**src/sv/utf8sp_pkg.sv**
```systemverilog
// ----------------------------------------------------------------------------
// utf8sp_pkg
// Types, byte-range constants and decode helpers for the UTF-8 stream packer.
// ----------------------------------------------------------------------------
package utf8sp_pkg;

   // Byte-range limits from the UTF-8 encoding table.
   localparam logic [7:0] ASCII_MAX   = 8'h7F;
   localparam logic [7:0] LEAD2_MIN   = 8'hC2;
   localparam logic [7:0] LEAD2_MAX   = 8'hDF;
   localparam logic [7:0] LEAD3_MIN   = 8'hE0;
   localparam logic [7:0] LEAD3_MAX   = 8'hEF;
   localparam logic [7:0] LEAD3_SURR  = 8'hED;
   localparam logic [7:0] LEAD4_MIN   = 8'hF0;
   localparam logic [7:0] LEAD4_MAX   = 8'hF4;
   localparam logic [7:0] E0_CONT_MIN = 8'hA0;
   localparam logic [7:0] F0_CONT_MIN = 8'h90;
   localparam logic [7:0] F4_CONT_MAX = 8'h8F;
   localparam logic [7:0] CONT_MIN    = 8'h80;
   localparam logic [7:0] CONT_MAX    = 8'hBF;

   // Request kinds carried on tuser.
   localparam logic KIND_DATA  = 1'b0;
   localparam logic KIND_FLUSH = 1'b1;

   // Most results one request can cause.
   localparam int unsigned MAX_RESULTS = 4;

   // Sequence-gathering state: held lead and continuation bytes.
   typedef struct packed {
      logic [2:0][7:0] held_bytes;
      logic [1:0]      held_count;
      logic [2:0]      expected_length;
   } state_type;

   // One result item.
   typedef struct packed {
      logic        last_of_run;
      logic        valid_sequence;
      logic [2:0]  byte_count;
      logic [31:0] packed_char;
   } result_type;

   // All results caused by one request, entry 0 first.
   typedef struct packed {
      logic [2:0]            num;
      result_type [3:0]      res;
   } result_list_type;

   // Sequence length started by a lead byte; zero means it stands alone.
   function automatic logic [2:0] lead_length(input logic [7:0] b, input logic strict);
      logic [2:0] len;
      len = 3'd0;
      if (b >= LEAD2_MIN && b <= LEAD2_MAX) begin
         len = 3'd2;
      end else if (b >= LEAD3_MIN && b <= LEAD3_MAX && !(strict && b == LEAD3_SURR)) begin
         len = 3'd3;
      end else if (b >= LEAD4_MIN && b <= LEAD4_MAX) begin
         len = 3'd4;
      end
      return len;
   endfunction

   // Range check for a continuation byte at a given position after the lead.
   function automatic logic cont_ok(input logic [7:0] lead, input logic [1:0] pos,
                                    input logic [7:0] b);
      logic [7:0] lo;
      logic [7:0] hi;
      lo = CONT_MIN;
      hi = CONT_MAX;
      if (pos == 2'd1) begin
         if (lead == LEAD3_MIN) begin
            lo = E0_CONT_MIN;
         end else if (lead == LEAD4_MIN) begin
            lo = F0_CONT_MIN;
         end else if (lead == LEAD4_MAX) begin
            hi = F4_CONT_MAX;
         end
      end
      return (b >= lo) && (b <= hi);
   endfunction

endpackage

```
**src/sv/utf8sp_decode.sv**
```systemverilog
// ----------------------------------------------------------------------------
// utf8sp_decode
// Combinational step: from the held state and one request, forms the next
// state and the list of results that the request causes.
// ----------------------------------------------------------------------------
module utf8sp_decode (
   input  logic                        strict_mode,
   input  logic                        kind,
   input  logic [7:0]                  data_byte,
   input  utf8sp_pkg::state_type       cur_state,
   output utf8sp_pkg::state_type       nxt_state,
   output utf8sp_pkg::result_list_type results
);
   import utf8sp_pkg::*;

   logic [2:0]  lead_len;
   logic        lead_emits;
   result_type  lead_res;
   logic        cont_good;
   logic [2:0]  held_plus_one;
   logic [31:0] packed_word;

   // Lead classification and the result a standalone lead byte produces.
   always_comb begin
      lead_len                = lead_length(data_byte, strict_mode);
      lead_emits              = (lead_len == 3'd0);
      lead_res.last_of_run    = 1'b0;
      lead_res.valid_sequence = (data_byte <= ASCII_MAX);
      lead_res.byte_count     = 3'd1;
      lead_res.packed_char    = {24'd0, data_byte};
   end

   // Continuation check and packing of a completed sequence.
   always_comb begin
      cont_good     = cont_ok(cur_state.held_bytes[0], cur_state.held_count, data_byte);
      held_plus_one = {1'b0, cur_state.held_count} + 3'd1;
      packed_word   = '0;
      case (cur_state.held_count)
         2'd1: begin
            packed_word = {16'd0, data_byte, cur_state.held_bytes[0]};
         end
         2'd2: begin
            packed_word = {8'd0, data_byte, cur_state.held_bytes[1],
                           cur_state.held_bytes[0]};
         end
         2'd3: begin
            packed_word = {data_byte, cur_state.held_bytes[2],
                           cur_state.held_bytes[1], cur_state.held_bytes[0]};
         end
         default: begin
            packed_word = {24'd0, data_byte};
         end
      endcase
   end

   // Main decision: flush or break a sequence, take a lead, extend or complete a sequence.
   always_comb begin
      nxt_state   = cur_state;
      results.num = 3'd0;
      results.res = '0;

      if (kind == KIND_FLUSH || (cur_state.held_count != 2'd0 && !cont_good)) begin
         // Held bytes go out one by one as lone invalid bytes.
         for (int i = 0; i < 3; i++) begin
            if (i < int'(cur_state.held_count)) begin
               results.res[i].valid_sequence = 1'b0;
               results.res[i].byte_count     = 3'd1;
               results.res[i].packed_char    = {24'd0, cur_state.held_bytes[i]};
            end
         end
         results.num               = {1'b0, cur_state.held_count};
         nxt_state.held_count      = 2'd0;
         nxt_state.expected_length = 3'd0;
         // A failing byte is then taken again as a lead.
         if (kind == KIND_DATA) begin
            if (lead_emits) begin
               results.res[cur_state.held_count] = lead_res;
               results.num = held_plus_one;
            end else begin
               nxt_state.held_bytes[0]   = data_byte;
               nxt_state.held_count      = 2'd1;
               nxt_state.expected_length = lead_len;
            end
         end
      end else if (cur_state.held_count == 2'd0) begin
         if (lead_emits) begin
            results.res[0] = lead_res;
            results.num    = 3'd1;
         end else begin
            nxt_state.held_bytes[0]   = data_byte;
            nxt_state.held_count      = 2'd1;
            nxt_state.expected_length = lead_len;
         end
      end else if (held_plus_one >= cur_state.expected_length) begin
         results.res[0].valid_sequence = 1'b1;
         results.res[0].byte_count     = held_plus_one;
         results.res[0].packed_char    = packed_word;
         results.num                   = 3'd1;
         nxt_state.held_count          = 2'd0;
         nxt_state.expected_length     = 3'd0;
      end else begin
         nxt_state.held_bytes[cur_state.held_count] = data_byte;
         nxt_state.held_count = cur_state.held_count + 2'd1;
      end

      // Mark the final result of this request.
      for (int i = 0; i < MAX_RESULTS; i++) begin
         results.res[i].last_of_run = (3'(i) + 3'd1 == results.num);
      end
   end

endmodule

```
**src/sv/utf8sp_out_queue.sv**
```systemverilog
// ----------------------------------------------------------------------------
// utf8sp_out_queue
// Result register: holds one request's results and hands them out one per
// cycle while popped, taking the next request's results as the last leaves.
// ----------------------------------------------------------------------------
module utf8sp_out_queue (
   input  logic                        clock,
   input  logic                        reset,
   input  logic                        load,
   input  utf8sp_pkg::result_list_type load_list,
   input  logic                        pop,
   output logic                        can_load,
   output logic                        head_valid,
   output utf8sp_pkg::result_type      head
);
   import utf8sp_pkg::*;

   result_type [3:0] entry_ff;
   result_type [3:0] entry_in;
   logic [2:0]       count_ff;
   logic [2:0]       count_in;

   // Room for a new list once the buffer is empty or its last entry leaves.
   assign can_load   = (count_ff == 3'd0) || (count_ff == 3'd1 && pop);
   assign head_valid = (count_ff != 3'd0);
   assign head       = entry_ff[0];

   // Load, shift down on a pop, or hold.
   always_comb begin
      entry_in = entry_ff;
      count_in = count_ff;
      if (load) begin
         entry_in = load_list.res;
         count_in = load_list.num;
      end else if (pop) begin
         for (int i = 0; i < 3; i++) begin
            entry_in[i] = entry_ff[i + 1];
         end
         count_in = count_ff - 3'd1;
      end
   end

   always_ff @(posedge clock) begin
      entry_ff <= entry_in;
   end

   always_ff @(posedge clock) begin
      if (reset) begin
         count_ff <= 3'd0;
      end else begin
         count_ff <= count_in;
      end
   end

endmodule

```
**src/sv/utf8_stream_packer.sv**
```systemverilog
// ----------------------------------------------------------------------------
// utf8_stream_packer
// Gathers UTF-8 sequences of one to four bytes from a byte stream and emits
// each as one packed word; broken sequences come out as lone invalid bytes.
// ----------------------------------------------------------------------------
// The first result of a request is registered and shows in the cycle after it is accepted.
// Throughput: one request per cycle while each causes at most one result and
// the result channel is not stalled; a request causing N results holds the
// input off while the result register drains, one result per cycle while rsp_tready is high.
// Reset: clears the held-byte count, the sequence length and strict_mode;
// held byte values are left as they are.
module utf8_stream_packer (
   input  logic        clock,
   input  logic        reset,
   // Configuration: strict_mode.
   input  logic        csr_wr_en,
   input  logic        csr_wr_data,
   // Request channel.
   input  logic        req_tvalid,
   output logic        req_tready,
   input  logic [7:0]  req_tdata,   // [7:0] data_byte
   input  logic        req_tuser,   // [0] kind
   // Result channel.
   output logic        rsp_tvalid,
   input  logic        rsp_tready,
   output logic [39:0] rsp_tdata,   // [31:0] packed_char, [34:32] byte_count, rest zero
   output logic        rsp_tuser,   // [0] valid_sequence
   output logic        rsp_tlast    // last_of_run
);
   import utf8sp_pkg::*;

   logic            strict_ff;
   state_type       state_ff;
   state_type       state_in;
   result_list_type results;
   result_type      head;
   logic            accept;
   logic            can_load;

   assign req_tready = can_load;
   assign accept     = req_tvalid && can_load;

   // Strict-mode register.
   always_ff @(posedge clock) begin
      if (reset) begin
         strict_ff <= 1'b0;
      end else if (csr_wr_en) begin
         strict_ff <= csr_wr_data;
      end
   end

   // Sequence decode for the request on the input.
   utf8sp_decode u_decode (
      .strict_mode (strict_ff),
      .kind        (req_tuser),
      .data_byte   (req_tdata),
      .cur_state   (state_ff),
      .nxt_state   (state_in),
      .results     (results)
   );

   // Held-sequence state; counts are cleared, held byte values are not.
   always_ff @(posedge clock) begin
      if (reset) begin
         state_ff.held_count      <= 2'd0;
         state_ff.expected_length <= 3'd0;
      end else if (accept) begin
         state_ff <= state_in;
      end
   end

   // Result register and drain.
   utf8sp_out_queue u_out_queue (
      .clock      (clock),
      .reset      (reset),
      .load       (accept),
      .load_list  (results),
      .pop        (rsp_tvalid && rsp_tready),
      .can_load   (can_load),
      .head_valid (rsp_tvalid),
      .head       (head)
   );

   assign rsp_tdata = {5'd0, head.byte_count, head.packed_char};
   assign rsp_tuser = head.valid_sequence;
   assign rsp_tlast = head.last_of_run;

endmodule
```
**config.mk**
```make
export PLATFORM = sky130hd
export DESIGN_NAME = utf8_stream_packer
export DESIGN_NICKNAME = d
export VERILOG_FILES = /design/src/sv/utf8sp_pkg.sv /design/src/sv/utf8sp_decode.sv /design/src/sv/utf8sp_out_queue.sv /design/src/sv/utf8_stream_packer.sv
export SDC_FILE = /design/constraint.sdc
export NUM_CORES = 1
export LEC_CHECK = 0
export BUFFER_PORTS_ARGS = -buffer_cell sky130_fd_sc_hd__buf_2
export CAP_MARGIN = 15
export CELL_PAD_IN_SITES_DETAIL_PLACEMENT = 2
export CELL_PAD_IN_SITES_GLOBAL_PLACEMENT = 2
export CORE_UTILIZATION = 40
export DETAILED_ROUTE_END_ITERATION = 8
export GPL_ROUTABILITY_DRIVEN = 0
export PLACE_DENSITY_LB_ADDON = 0.1
export SLEW_MARGIN = 30
export SYNTH_ARGS = -nofsm -noshare
export SYNTH_HDL_FRONTEND = slang
export SYNTH_HIERARCHICAL = 1
export SYNTH_SLANG_ARGS = --single-unit
```
**constraint.sdc**
```tcl
create_clock -name clock -period 3.95 [get_ports clock]
set_clock_uncertainty 0.05 [all_clocks]
set_input_delay 0.1975 -clock clock [delete_from_list [all_inputs] [get_ports clock]]
set_output_delay 0.1975 -clock clock [all_outputs]
set_load 0.03 [all_outputs]
```
* Word level (Yosys, flattened, before mapping)
Cells that the tools add are included.
Operators by class: equality and inequality tests 17, add/subtract/negate cells 3, magnitude comparators 15, reductions and logical operators 27, bitwise operators 5, muxes and demuxes 46
Operator list (count):
- 2-to-1 mux 151 bit | 2
- 2-to-1 mux 36 bit | 7
- 2-to-1 mux 111 bit | 2
- bitwise mux 148 bit | 1
- 2-to-1 mux 33 bit | 3
- one-hot mux 32 bit (3 select lines) | 1
- demux 37 bit (select 2 bit) | 1
- 2-to-1 mux 73 bit | 1
- 2-to-1 mux 13 bit | 5
- 2-to-1 mux 8 bit | 7
- 2-to-1 mux 37 bit | 1
- equality test 8 bit (second input constant) | 4
- bitwise mux 24 bit | 1
- greater-or-equal comparator 8 bit (second input constant) | 3
- less-or-equal comparator 8 bit (second input constant) | 3
- 2-to-1 mux 3 bit | 8
- demux 8 bit (select 2 bit) | 1
- logical AND 1 bit | 11
- greater-or-equal comparator 8 bit | 1
- less-or-equal comparator 8 x 7 -> 1 bit (second input constant) | 1
- less-or-equal comparator 8 bit | 1
- equality test 2 x 3 -> 1 bit (first input constant) | 2
- logical NOT 3 bit | 2
- 2-to-1 mux 6 bit | 1
- 30 further kinds | 43
Storage, ports and cells: word-level logic and storage cells 136, register bits 181, input bits 15, output and inout bits 44

* Logic depth before layout (Yosys ltp)
depth in word-level cells 17, mapped depth 16, gate-level depth less buffers 14

* Cells and area by module
Netlist, hierarchy kept.
By module, submodules not included:
- utf8sp_out_queue | sequential area each 4504.3 µm², instances 1, area each 6363.6 µm², cells each 333
- utf8sp_decode | sequential area each 0.0 µm², instances 1, area each 2289.7 µm², cells each 345
- utf8_stream_packer | sequential area each 840.8 µm², instances 1, area each 1034.7 µm², cells each 58

* Least setup slack after synthesis
Ideal clock, no wire load.
path type register to register, from reg u_out_queue.count_ff[0], to reg u_out_queue/entry_ff[100] (netlist name), enable pin, arrival 4.173 ns, data required time 3.477 ns, slack -0.696 ns, path buffers 2, stages on the path, launching flop included 11, clock period less this slack 4.646 ns, path through dfxtp_1 > inv_1 > ha_1 > nand2b_1 > and2_1 > a21oi_1 > nor2_1 > and2_2 > buf_6 > buf_6 > or2_2
On the way: word-level cells in the longest chain between the ends 6, elaborated cells between the ends (all ways) 8, those cells by class eq/ne (1); reduce/logical (7)
Ends and longest elaborated chain:
- from (decl) | RTL line utf8sp_out_queue.sv:20 | logic [2:0] count_ff;
- from (signal assigned) | RTL line utf8sp_out_queue.sv:51 | count_ff <= count_in;
- nonzero test 3 bit | RTL line utf8sp_out_queue.sv:25 | assign head_valid = (count_ff != 3'd0);
- net rsp_tvalid | RTL line utf8_stream_packer.sv:24 | output logic rsp_tvalid,
- logical AND 1 bit | RTL line utf8_stream_packer.sv:78 | .pop (rsp_tvalid && rsp_tready),
- logical AND 1 bit | RTL line utf8sp_out_queue.sv:24 | assign can_load = (count_ff == 3'd0) || (count_ff == 3'd1 && pop);
- logical OR 1 bit | RTL line utf8sp_out_queue.sv:24
- net req_tready | RTL line utf8_stream_packer.sv:20 | output logic req_tready,
- logical AND 1 bit | RTL line utf8_stream_packer.sv:41 | assign accept = req_tvalid && can_load;
- net accept | RTL line utf8_stream_packer.sv:37 | logic accept;
- nonzero test 2 bit (no line)
- to (signal assigned) | RTL line utf8sp_out_queue.sv:44 | entry_ff <= entry_in;
- to (decl) | RTL line utf8sp_out_queue.sv:18 | result_type [3:0] entry_ff;
The timed path passes the listed nets, and every way through them passes these cells. A chain may end at the register's enable or synchronous reset.

==> flow_summary.toml <==
[global_routing]
grt_first_pass_wirelength_mm = 33.7
grt_pass1_vias = 5926
antenna_found_initial = 2
grt_max_degree = 108
grt.overflow.total = 0
grt_usage_pct = 18.4

[setup_path]
cp_max_fo = 7
worst-setup-path-type = "reg2reg"
start_kind = "flop"
critPathRequiredTime_ns = 4.08
crit_arrival_ns = 3.96
crit_slowest_cell = "or4b_4"
rr_endpoint = "u_out_queue/head[36]"
rr_worst_depth = 13
cpPeakStageDelay_ns = 0.51
r2r-start = "state_ff[4]"
critPathCaptureType = "flop"
reg2reg_slack_ns = 0.12
crit_chain = "inv_2 > ha_1 > nand4_1 > or4b_4 > or3_1 > ha_1 > and3b_1 > a221o_1 > nand3_2 > o21a_1 > a221o_1 > and3_1 > mux2_2"

[synthesis]
synth_edf_count = 172
synth_warnings = 6
syn_inst = 736
synth.distinct_cells = 59
synth_area_leader_cell = "edfxtp_1"
synthArstFlopShare_pct = 0
synthTopCellsByArea = "edfxtp_1 53%, mux2_2 15%, buf_4 9.6%, ha_1 2.1%, dfxtp_1 1.9%"
synthFlopType = "edfxtp_1"
synth.top_cell.area_share_pct = 53.3
syn_avg_cell_area_um2 = 13.2
yosysSeqAreaShare_pct = 55.2
syn_area_um2 = 9690
ys_ff_latch = 181

[timing]
setup_violations = 0
timing.fmax_mhz = 261
fin_crit_ns = 3.83
relSlewSlack_pct = 44.2
rsz0062_at_grt = "false"
setup-tns-final_ns = 0
final_hold_viol_count = 0
drv_slew = 0
fin_crit_sh_pct = 97.0
worstMarginPinSlew_ns = 0.837

[route]
via_count = 5439
routed_wl_mm = 21.5
ant_nets = 0
drcViolationCount = 0
drt_iter0_drc = 361
via_per_inst = 5.05
wire_per_inst_um = 20.0
drt-pass1-iter-count = 4

[clock_tree]
clockRootBuffer = "clkbuf_16"
clockBufferDepth = 2
clk_pin_slew_ns = 0.08
numClockSinks = 181
cts_tree = "built"
clock_latency_ns = 0.44
h-tree-depth = 4
numCtsBuffers = 17

[floorplan]
io_pins = 59
std_cell_rows = 56
fp.dieW_um = 158
start_util_pct = 41.0
dieArea_um2 = 24800
die_y_um = 158
core_um2 = 23600

[layout]
syn_to_final_growth_pct = 5.97
final_core_util_pct = 43.5
final_nets = 775
layout_commonest_cell = "edfxtp_1"
n_antenna_cell = 0
layout_common_cells = "172 x edfxtp_1, 129 x mux2_2, 84 x conb_1"
drive_above_1_share_pct = 33.2

[power_and_ir_drop]
clkPwrFrac_pct = 22.7
power.share.sequential_pct = 45.8
swShare_pct = 33.0
power_switching_uw = 2540
ir_worst_vdd_v = 0.000300
cellPowerDensity_nw_per_um2 = 749
p_int_uw = 5150
p_leak_uw = 0.00367
p_comb_share_pct = 31.5

[hold_path]
hp-class = "in2reg"
min_delay_path_depth = 2
hold_start = "reset"
hold_end = "strict_ff"

[flow_run]
maxCapViolations = 0

[placed_design]
dpl.hpwl_mm = 14.1
io_buffers = 53

[outcome]
run_status = "finished clean"
==> critical path: cells and delay by family (launching register included) <==
kind                     cells  cell delay [ns]
AND/OR/NAND/NOR              6             1.51
AO/OA/AOI/OAI                3             0.85
adder cells (fa/ha/maj)      2             0.48
flip-flops                   1             0.32
multiplexers                 1             0.26
buffers and inverters        1             0.10
==> flip-flops by register name, summed over array words and instances, names as in the netlist <==
signal / flops
u_out_queue/count_ff: 3
u_out_queue/entry_ff: 111
u_out_queue/head: 37
strict_ff: 1
state_ff: 29
==> area by class of cell <==
class	count	area, um2
Sequential cell	181	5350
Timing Repair Buffer	72	463
Clock buffer	18	429
Inverter	14	52.6
Multi-Input combinational cell	458	3410
Fill cell	2374	13300
Tap cell	319	399
Clock inverter	14	168
==> power groups by stage <==
stage	clock network [uW]	registers [uW]	logic (uW)
6_report	1750	3520	2420
5_1_grt	1860	3600	2620
4_1_cts	1800	3550	2470
3_5_place_dp	0	3580	2450
3_3_place_gp	0	3520	2370
2_1_floorplan	0	3450	2220
==> metal layers <==
metal / global-route usage, % / wire length (um) / share of wire [%] / vias up
met5: 0 / 0 / 0 / -
met4: 6.52 / 449 / 2.1 / 0
met3: 2.93 / 641 / 3.0 / 30
met2: 32.3 / 10900 / 51 / 101
met1: 22.8 / 9530 / 44 / 2794
li1: - / - / - / 2514
==> repair_timing <==
action | 4_1_cts | 5_1_grt
hold buffers | 2 | 0
setup buffers | 0 | 1
endpoints found under the setup margin | 0 | 30
hold endpoints to repair | 1 | 0
resized for setup | 0 | 1
==> worst max path at each step <==
stage,start,end,slack [ns],cells past startpoint
2_1_floorplan,u_out_queue/count_ff[0],u_out_queue/entry_ff[100],0.06,10
3_3_place_gp,state_ff[4],u_out_queue/head[24],0.20,13
3_5_place_dp,state_ff[4],u_out_queue/head[29],0.08,13
4_1_cts,state_ff[4],u_out_queue/head[36],0.04,13
5_1_grt,state_ff[4],u_out_queue/head[36],0.01,13
6_report,state_ff[4],u_out_queue/head[36],0.12,13
==> per-stage QoR <==
step | cell area [um2] | hold WS, ns | setup slack (ns) | std cells | total power, uW
detailed placement | 9630 | 0.394 | 0.0795 | 1041 | 6030
finish | 10300 | 0.0487 | 0.120 | 1076 | 7690
global route | 10300 | 0.0704 | 0.0132 | 1076 | 8080
floorplan | 10000 | 0.217 | 0.0640 | 818 | 5670
CTS | 10200 | 0.0379 | 0.0422 | 1075 | 7820
global placement | 9630 | 0.389 | 0.203 | 1041 | 5890
==> kinds of logic (layout without fill, tap and decap cells) <==
family	count (synthesis)	in the layout	synth area share, %
AO/OA/AOI/OAI	87	87	6.41
XOR/XNOR	1	1	0.0904
adder cells (fa/ha/maj)	16	16	2.07
buffers and inverters	179	118	13.2
flip-flops	181	181	55.2
multiplexers	130	130	15.1
other	2	84	0.0775
AND/OR/NAND/NOR	140	140	7.87
==> cells in the mapped netlist (3+ instances only) <==
cell        n
a21bo_1     5
a21oi_1    29
a221o_1     3
a22o_1      9
a22oi_1    14
and2_1     19
and3_1      8
buf_4     124
buf_6       7
clkbuf_1   22
clkbuf_8    9
dfxtp_1     9
edfxtp_1  172
ha_1       16
inv_1      14
mux2_2    129
nand2_1    21
nand2b_1    3
nand3_1    30
nor2_1     26
nor2b_1     3
nor3_1      4
nor3b_1     3
o21ai_0     9
or2_2       3
(Power assumes the default switching activity.)
